**config.mk**
```make
export PLATFORM = sky130hd
export DESIGN_NAME = pixel_threshold_run_extractor
export DESIGN_NICKNAME = d
export VERILOG_FILES = /design/src/ptre_pkg.sv /design/src/ptre_engine.sv /design/src/pixel_threshold_run_extractor.sv
export SDC_FILE = /design/constraint.sdc
export NUM_CORES = 1
export LEC_CHECK = 0
export BUFFER_PORTS_ARGS = -buffer_cell sky130_fd_sc_hd__buf_2
export CELL_PAD_IN_SITES_DETAIL_PLACEMENT = 2
export CELL_PAD_IN_SITES_GLOBAL_PLACEMENT = 2
export CORE_MARGIN = 4
export CORE_UTILIZATION = 43
export DETAILED_ROUTE_END_ITERATION = 8
export GPL_TIMING_DRIVEN = 0
export PLACE_DENSITY = 0.93
export SLEW_MARGIN = 20
export SYNTH_ARGS = -nofsm -noshare
export SYNTH_HDL_FRONTEND = slang
export SYNTH_SLANG_ARGS = --single-unit
```
**constraint.sdc**
```tcl
create_clock -name clock -period 13.3 [get_ports clock]
set_input_delay 1.33 -clock clock [delete_from_list [all_inputs] [get_ports clock]]
set_output_delay 1.33 -clock clock [all_outputs]
set_load 0.03 [all_outputs]
```
**src/ptre_pkg.sv**
```systemverilog
// Shared types and constants for the pixel threshold run extractor.
`default_nettype none

package ptre_pkg;

   // Coordinate arithmetic keeps only the low COORD_BITS bits of each coordinate.
   localparam int COORD_BITS = 12;
   localparam int FIELD_BITS = 12;
   localparam logic [FIELD_BITS-1:0] COORD_MASK =
      FIELD_BITS'((64'd1 << COORD_BITS) - 64'd1);

   // Threshold reset value and register indexes.
   localparam logic [7:0] LIMIT_RESET = 8'd127;

   typedef enum logic [1:0] {
      CSR_RED_LIMIT   = 2'd0,
      CSR_GREEN_LIMIT = 2'd1,
      CSR_BLUE_LIMIT  = 2'd2
   } csr_index_type;

   // Result kinds.
   localparam logic KIND_SEGMENT = 1'b0;
   localparam logic KIND_BOX     = 1'b1;

   typedef struct packed {
      logic [7:0]            red;
      logic [7:0]            green;
      logic [7:0]            blue;
      logic [7:0]            alpha;
      logic [FIELD_BITS-1:0] column;
      logic [FIELD_BITS-1:0] row;
      logic                  row_end;
      logic                  frame_start;
      logic                  frame_end;
   } req_type;

   typedef struct packed {
      logic                  kind;
      logic [FIELD_BITS-1:0] start_x;
      logic [FIELD_BITS-1:0] start_y;
      logic [FIELD_BITS-1:0] end_x;
      logic [FIELD_BITS-1:0] end_y;
      logic                  empty_res;
      logic                  last;
   } rsp_type;

   // Results that one pixel produces: a count of zero to two, in order.
   typedef struct packed {
      logic [1:0] count;
      rsp_type    first;
      rsp_type    second;
   } res_group_type;

   typedef struct packed {
      logic [7:0] red;
      logic [7:0] green;
      logic [7:0] blue;
   } limits_type;

endpackage

`default_nettype wire

```
**src/ptre_engine.sv**
```systemverilog
// Run and bounding box state, pixel selection and result forming.
`default_nettype none

module ptre_engine
   import ptre_pkg::*;
(
   input  wire logic          clock,
   input  wire logic          reset,
   input  wire req_type       item,
   input  wire limits_type    limits,
   input  wire logic          advance,
   output      res_group_type results
);

   logic                  run_open_ff, run_open_in;
   logic [FIELD_BITS-1:0] run_first_x_ff, run_first_x_in;
   logic [FIELD_BITS-1:0] run_first_y_ff, run_first_y_in;
   logic [FIELD_BITS-1:0] run_last_x_ff, run_last_x_in;
   logic [FIELD_BITS-1:0] run_last_y_ff, run_last_y_in;
   logic [FIELD_BITS-1:0] box_min_x_ff, box_min_x_in;
   logic [FIELD_BITS-1:0] box_min_y_ff, box_min_y_in;
   logic [FIELD_BITS-1:0] box_max_x_ff, box_max_x_in;
   logic [FIELD_BITS-1:0] box_max_y_ff, box_max_y_in;
   logic                  any_selected_ff, any_selected_in;

   logic                  eff_open;
   logic [FIELD_BITS-1:0] eff_first_x, eff_first_y, eff_last_x, eff_last_y;
   logic [FIELD_BITS-1:0] eff_min_x, eff_min_y, eff_max_x, eff_max_y;
   logic                  eff_any;
   logic [FIELD_BITS-1:0] px, py;
   logic                  selected, closing_edge, seg_valid;
   rsp_type               seg_res, box_res;

   // A frame start clears the state before the pixel is looked at.
   always_comb begin
      eff_open    = item.frame_start ? 1'b0 : run_open_ff;
      eff_first_x = item.frame_start ? '0 : run_first_x_ff;
      eff_first_y = item.frame_start ? '0 : run_first_y_ff;
      eff_last_x  = item.frame_start ? '0 : run_last_x_ff;
      eff_last_y  = item.frame_start ? '0 : run_last_y_ff;
      eff_min_x   = item.frame_start ? COORD_MASK : box_min_x_ff;
      eff_min_y   = item.frame_start ? COORD_MASK : box_min_y_ff;
      eff_max_x   = item.frame_start ? '0 : box_max_x_ff;
      eff_max_y   = item.frame_start ? '0 : box_max_y_ff;
      eff_any     = item.frame_start ? 1'b0 : any_selected_ff;
   end

   // Threshold test and masked coordinates.
   always_comb begin
      px = item.column & COORD_MASK;
      py = item.row & COORD_MASK;
      selected = (item.alpha != 8'd0) && (item.red <= limits.red) &&
                 (item.green <= limits.green) && (item.blue <= limits.blue);
      closing_edge = item.row_end || item.frame_end;
   end

   // Next run and box state.
   always_comb begin
      run_first_x_in  = eff_first_x;
      run_first_y_in  = eff_first_y;
      run_last_x_in   = eff_last_x;
      run_last_y_in   = eff_last_y;
      box_min_x_in    = eff_min_x;
      box_min_y_in    = eff_min_y;
      box_max_x_in    = eff_max_x;
      box_max_y_in    = eff_max_y;
      any_selected_in = eff_any || selected;
      run_open_in     = selected && !closing_edge;
      if (selected) begin
         if (!eff_open) begin
            run_first_x_in = px;
            run_first_y_in = py;
         end
         run_last_x_in = px;
         run_last_y_in = py;
         if (px < eff_min_x) box_min_x_in = px;
         if (py < eff_min_y) box_min_y_in = py;
         if (px > eff_max_x) box_max_x_in = px;
         if (py > eff_max_y) box_max_y_in = py;
      end
   end

   // A run closes on an unselected pixel, or at a row or frame end.
   always_comb begin
      seg_valid = selected ? closing_edge : eff_open;
      seg_res.kind      = KIND_SEGMENT;
      seg_res.start_x   = run_first_x_in;
      seg_res.start_y   = run_first_y_in;
      seg_res.end_x     = run_last_x_in;
      seg_res.end_y     = run_last_y_in;
      seg_res.empty_res = 1'b0;
      seg_res.last      = !item.frame_end;

      box_res.kind      = KIND_BOX;
      box_res.start_x   = any_selected_in ? box_min_x_in : '0;
      box_res.start_y   = any_selected_in ? box_min_y_in : '0;
      box_res.end_x     = any_selected_in ? box_max_x_in : '0;
      box_res.end_y     = any_selected_in ? box_max_y_in : '0;
      box_res.empty_res = !any_selected_in;
      box_res.last      = 1'b1;

      results.count  = {1'b0, seg_valid} + {1'b0, item.frame_end};
      results.first  = seg_valid ? seg_res : box_res;
      results.second = box_res;
   end

   // State registers, updated when the pixel leaves the input register.
   always_ff @(posedge clock) begin
      if (reset) begin
         run_open_ff     <= 1'b0;
         run_first_x_ff  <= '0;
         run_first_y_ff  <= '0;
         run_last_x_ff   <= '0;
         run_last_y_ff   <= '0;
         box_min_x_ff    <= COORD_MASK;
         box_min_y_ff    <= COORD_MASK;
         box_max_x_ff    <= '0;
         box_max_y_ff    <= '0;
         any_selected_ff <= 1'b0;
      end else if (advance) begin
         run_open_ff     <= run_open_in;
         run_first_x_ff  <= run_first_x_in;
         run_first_y_ff  <= run_first_y_in;
         run_last_x_ff   <= run_last_x_in;
         run_last_y_ff   <= run_last_y_in;
         box_min_x_ff    <= box_min_x_in;
         box_min_y_ff    <= box_min_y_in;
         box_max_x_ff    <= box_max_x_in;
         box_max_y_ff    <= box_max_y_in;
         any_selected_ff <= any_selected_in;
      end
   end

endmodule

`default_nettype wire

```
**src/pixel_threshold_run_extractor.sv**
```systemverilog
// Top level of the pixel threshold run extractor.
//
// Pixels arrive on the req_ channel (valid/ready) in scan order, each with its
// coordinates and row end, frame start and frame end marks. A pixel is selected
// when alpha is nonzero and red, green and blue are at or below their limits.
// Each closed run of selected pixels gives a segment result on the rsp_ channel;
// a frame end pixel also gives a bounding box summary after any segment, and
// the last result of a pixel carries last.
// The csr_ channel writes the three limits (index 0 red, 1 green, 2 blue); it is
// always ready, and writes to other indexes are dropped.
// A result passes through the input register, then a two-entry result buffer,
// before it is offered on the rsp_ channel.
// Throughput: one request per cycle while the result
// buffer can take the results of the pixel held in the input register; a pixel
// that gives two results needs both entries free.
// Reset clears the run and box state, empties the buffer and sets every limit
// to 127. When the receiver stalls, results collect in the buffer and the input
// register holds its pixel, which then drops req_ready.
`default_nettype none

module pixel_threshold_run_extractor
   import ptre_pkg::*;
(
   input  wire logic       clock,
   input  wire logic       reset,
   input  wire logic       req_valid,
   output      logic       req_ready,
   input  wire req_type    req_data,
   output      logic       rsp_valid,
   input  wire logic       rsp_ready,
   output      rsp_type    rsp_data,
   input  wire logic       csr_valid,
   output      logic       csr_ready,
   input  wire logic [1:0] csr_index,
   input  wire logic [7:0] csr_data
);

   limits_type    limits_ff;
   logic          a_valid_ff;
   req_type       a_item_ff;
   logic [1:0]    cnt_ff, cnt_in;
   rsp_type       slot0_ff, slot0_in;
   rsp_type       slot1_ff, slot1_in;
   res_group_type results;
   logic          pop, advance;
   logic [1:0]    kept;
   logic [2:0]    room_sum;

   // Limit registers.
   assign csr_ready = 1'b1;

   always_ff @(posedge clock) begin
      if (reset) begin
         limits_ff.red   <= LIMIT_RESET;
         limits_ff.green <= LIMIT_RESET;
         limits_ff.blue  <= LIMIT_RESET;
      end else if (csr_valid) begin
         unique case (csr_index_type'(csr_index))
            CSR_RED_LIMIT:   limits_ff.red   <= csr_data;
            CSR_GREEN_LIMIT: limits_ff.green <= csr_data;
            CSR_BLUE_LIMIT:  limits_ff.blue  <= csr_data;
            default: ;
         endcase
      end
   end

   // Flow control: the held pixel moves on when the buffer can take its results.
   always_comb begin
      pop       = rsp_valid && rsp_ready;
      kept      = cnt_ff - {1'b0, pop};
      room_sum  = {1'b0, kept} + {1'b0, results.count};
      advance   = a_valid_ff && (room_sum <= 3'd2);
      req_ready = !a_valid_ff || advance;
   end

   // Input register.
   always_ff @(posedge clock) begin
      if (reset) begin
         a_valid_ff <= 1'b0;
      end else if (req_ready) begin
         a_valid_ff <= req_valid;
      end
   end

   always_ff @(posedge clock) begin
      if (req_ready && req_valid) begin
         a_item_ff <= req_data;
      end
   end

   ptre_engine u_engine (
      .clock   (clock),
      .reset   (reset),
      .item    (a_item_ff),
      .limits  (limits_ff),
      .advance (advance),
      .results (results)
   );

   // Result buffer: slot 0 drives the response, new results append behind.
   always_comb begin
      cnt_in   = advance ? room_sum[1:0] : kept;
      slot0_in = slot0_ff;
      slot1_in = slot1_ff;
      if (kept != 2'd0) begin
         slot0_in = pop ? slot1_ff : slot0_ff;
      end else begin
         slot0_in = results.first;
      end
      unique case (kept)
         2'd0:    slot1_in = results.second;
         2'd1:    slot1_in = results.first;
         default: slot1_in = slot1_ff;
      endcase
   end

   always_ff @(posedge clock) begin
      if (reset) begin
         cnt_ff <= 2'd0;
      end else begin
         cnt_ff <= cnt_in;
      end
   end

   always_ff @(posedge clock) begin
      slot0_ff <= slot0_in;
      slot1_ff <= slot1_in;
   end

   assign rsp_valid = (cnt_ff != 2'd0);
   assign rsp_data  = slot0_ff;

   // The buffer never holds more than two results.
   a_cnt_bound : assert property (@(posedge clock) disable iff (reset)
      cnt_ff != 2'd3)
      else $error("result buffer overfilled");

   // A pixel with two results only moves on into an empty buffer.
   a_pair_room : assert property (@(posedge clock) disable iff (reset)
      (advance && results.count == 2'd2) |-> (kept == 2'd0))
      else $error("two results pushed without room");

   // A frame end always yields a box summary, which is the final result.
   a_frame_end_box : assert property (@(posedge clock) disable iff (reset)
      (advance && a_item_ff.frame_end) |=>
         (rsp_valid && (slot0_ff.kind == KIND_BOX || slot1_ff.kind == KIND_BOX)))
      else $error("frame end without box summary");

   // When two results come together, a segment precedes the box.
   a_pair_order : assert property (@(posedge clock) disable iff (reset)
      (a_valid_ff && results.count == 2'd2) |->
         (results.first.kind == KIND_SEGMENT && results.second.kind == KIND_BOX &&
          !results.first.last))
      else $error("bad order of paired results");

endmodule

`default_nettype wire
```
==> results.txt <==
----------------------------------------------------
[Synthesis]
  Area leader, netlist ... edfxtp_1
  Synth Instances ... approximately 1300
  Nets in the synthesized netlist ... 1441
  Post-synth cell types ... between 60 and 70
  Share of flip-flops with an asynchronous set or reset ... 0%
  Yosys warnings ... 0
  #FFs+latches synth ... 286
  Sequential cell area fraction in the yosys report ... a little over half
  Avg Cell Area, Syn ... roughly 11 µm²
  Post-synthesis instance area ... roughly 0.014 mm²
  Largest cells by area after synthesis ... edfxtp_1 34%, dfxtp_1 18%, ha_1 6.5%
  Main synth FF type ... edfxtp_1
  Proportion of netlist area held by the largest area contributor ... approximately a third
  EDFF count, synth ... around 160

[Global route]
  Total overflow reported by the global router ... 0
  Combined global-route utilization of all metal layers ... between 30% and 40%
  Largest net degree at the start of global routing ... 32
  Number of antenna violations at the first check in global routing ... 1
  First-pass GRT wire length ... about 91000 µm
  Vias in the first global route ... 14237

[Setup path]
  CP peak stage delay ... 0.47 ns
  Critical path start-end classification ... register to primary output
  Crit path capture type ... primary output
  Crit path max-delay family ... compound AO/OA/AOI/OAI gates
  Worst-case reg-to-reg path depth ... 19
  CP Max Fanout ... 10
  Total buffers and inverters traversed by the critical path ... 5
  Worst flop-to-flop path endpoint ... u_engine.run_first_x_ff[2]
  Nature of the critical path startpoint ... register
  Required time worst endpoint ... between 10 and 15 ns
  Critical Path Slowest Stage Cell ... o21ai_1
  Critical Path AT ... 4.78 ns
  Flop-to-flop setup slack ... roughly 7.5 ns
  Reg-to-Reg Start ... limits_ff[9]
  Sequence of cells on the critical path ... inv_1, ha_1, nor2b_1, o211ai_2, a21oi_1, o21ai_1, nand4_1, nand2_4, inv_2, buf_2, fa_1, inv_1, ha_1, a21oi_1, nand2_1, buf_2

[Timing]
  Slew of the pin with the lowest slew margin ... between 0.9 and 1 ns
  Final Critical Period ... just over 6 ns
  Pins Over Slew Limit ... 0
  Setup repair after global routing missed its margin ... false
  Final-report setup violation count ... 0
  Layout Skew ... between 0.02 and 0.025 ns
  Sum of negative setup slack ... 0 ns
  Slew Limit Headroom ... about two fifths
  Fin crit share ... 46.0%
  Setup slack after layout ... just over 7 ns
  Final-report hold violation count ... 0
  Minimum hold slack ... between 0.4 and 0.5 ns
  Maximum operating frequency ... 164 MHz

[Clock network]
  Buffer cell driving the clock tree root ... clkbuf_16
  H-Tree Depth ... 2
  Post-CTS setup buffer count ... 0
  Inserted Clock Buffers ... 34
  Total number of clock tree sinks ... roughly 290
  Clock-pin slew on the worst setup and hold paths ... 0.06 ns
  Total of hold buffers inserted after clock tree synthesis ... 0
  CTS tree ... yes
  Number of buffers on the longest clock path ... 3
  Clock latency at the later pin of the worst-skew pair ... 0.55 ns
  Post-cts sizing count ... 0

[Final layout]
  Design area ... ~0.016 mm²
  Final nets ... about 1600
  Growth of design area from synthesis to finish ... 16.9%
  Layout cell share with drive strength beyond 1 ... ~18%
  Most common cell after layout, fill and taps aside ... edfxtp_1
  Most frequent cells in the layout ... 161 x edfxtp_1, 139 x buf_2, 125 x dfxtp_1
  Count of antenna diodes in the layout ... 0

[Detailed routing]
  DRC violation total after the first TritonRoute iteration ... about 1200
  Uppermost layer routed ... met5
  Met2 routed WL ... 30200 µm
  Wire length per cell after detailed routing ... between 30 and 40 µm
  Post-detailed-routing wire length ... about 61000 µm
  # DRC ... 0
  Wire length on met3 ... 4420 µm
  Routed length on met1 ... between 20000 and 25000 µm
  Antenna violation net count after detailed routing ... 0
  Vias per std cell ... around 6.5
  Count of vias placed by the detailed router ... approximately 13000
  Router iterations before antenna repair ... 6

[Min path]
  Worst hold-check path type ... register to register
  Origin of the worst min-delay path ... u_engine.run_open_ff
  Number of cells on the worst hold path ... 2
  Worst Hold Endpoint ... u_engine.run_open_ff

[Place]
  GPL Wtd Cong ... 0.889
  Placed instance area ... between 0.015 and 0.02 mm²
  I/O Buffers ... 126
  Detail Placement HPWL ... around 40000 µm
  Worst setup timing slack at the placement stage ... between 7 and 8 ns

[Floorplan]
  Vertical die dimension ... 189 µm
  Initial core utilization ... 44.0%
  Die Width ... roughly 190 µm
  Placeable Area ... roughly 0.032 mm²
  Overall die area ... around 0.036 mm²
  Number of ports placed on the die boundary ... about 130
  Cell Rows ... 65

[Job]
  Total of max-cap violations ... 0

[Power and ir drop]
  Power density of the placed cells ... approximately 260 mW/mm²
  Worst VDD drop ... ~120 µV
  Leakage power summed over all cells ... approximately 6.7 nW

[Run status]
  Status ... finished, final reports clean

----------------------------------------------------
==> through the flow <==
stage	instances	utilization, %	power, W
finish	1924	51.4	0.00429
global route	1924	51.4	0.00443
CTS	1924	51.4	0.00425
detailed placement	1863	48.2	0.00323
global placement	1854	47.7	0.00305
floorplan	1293	-	0.00255
==> worst reg2reg max path, stage by stage (launching register included) <==
cell and delay [ns]:
dfxtp_1 0.33, inv_1 0.07, ha_1 0.32, nor2b_1 0.15, o211ai_2 0.13, a21oi_1 0.10, o21ai_1 0.47, nand4_1 0.33
nand2_4 0.26, inv_2 0.14, buf_2 0.27, fa_1 0.47, ha_1 0.20, nor2_1 0.12, a21oi_1 0.18, nor2b_1 0.43
clkbuf_1 0.59, clkbuf_1 0.69, nor2_1 0.09, a211oi_1 0.37
==> Yosys cell counts (all sizes together), types with 2 or more instances <==
master	instances
nand3	11
mux2	33
mux2i	28
a21o	23
or2	6
o31a	24
nand2	92
o31ai	2
ha	73
o22a	23
nor2b	32
o22ai	48
a22oi	24
o21ai	84
clkbuf	68
inv	56
a21boi	11
a2111oi	11
nor2	93
dfxtp	125
buf	25
a21oi	54
nor4	4
o211ai	48
nand2b	24
o21a	8
xnor2	2
nand4	14
edfxtp	161
nor3	17
and4	2
a211oi	53
==> how the worst max path moves through the flow <==
| stage | start | end | depth (start not counted) |
|---|---|---|---|
| after floorplan | a_item_ff[44] | a_item_ff[0] | 14 |
| after global placement | a_item_ff[44] | a_item_ff[10] | 14 |
| final | limits_ff[9] | req_ready | 16 |
| after detailed placement | limits_ff[9] | req_ready | 16 |
| after CTS | limits_ff[9] | req_ready | 16 |
| after global routing | limits_ff[9] | req_ready | 16 |
==> power by group <==
group | total (W) | internal, W | switching, W
combinational | 0.00188 | 0.000543 | 0.00133
sequential | 0.00151 | 0.00135 | 0.000162
clock | 0.000899 | 0.000503 | 0.000396
total | 0.00429 | 0.00240 | 0.00189
==> layout make-up <==
cell class,count,area (µm²)
fill,3241,15500
clock inverter,11,58.8
sequential,286,7340
tap,435,544
clock buffer,50,962
buffer,93,414
multi-input combinational,857,6090
timing repair buffer,135,781
inverter,57,214
==> registers in the layout, summed over array words and instances, names as in the netlist <==
name / cells
limits_ff: 24
u_engine.run_open_ff: 1
cnt_ff: 2
u_engine.run_first_x_ff: 12
u_engine.run_first_y_ff: 12
u_engine.box_min_x_ff: 12
u_engine.box_max_x_ff: 12
rsp_data: 51
u_engine.any_selected_ff: 1
a_item_ff: 59
u_engine.box_min_y_ff: 12
slot1_ff: 51
a_valid_ff: 1
u_engine.run_last_y_ff: 12
u_engine.box_max_y_ff: 12
u_engine.run_last_x_ff: 12
==> cells by family after synthesis <==
logic type	count (synthesis)	share of synthesized area, %
and+or+nand+nor	300	10.5
muxes	61	5.13
adders and majority gates	74	6.65
DFF	286	52.3
xor gates and xnor gates	2	0.125
AOI/OAI and AO/OA	419	20.7
other	1	0.0267
buffers and inverters	150	4.48
==> routing by layer <==
metal | up-vias | track usage (%)
li1 | 5191 | -
met1 | 6278 | 37.5
met2 | 757 | 59.4
met3 | 289 | 7.13
met4 | 2 | 17.9
met5 | - | 0
(Power assumes the default switching activity.)
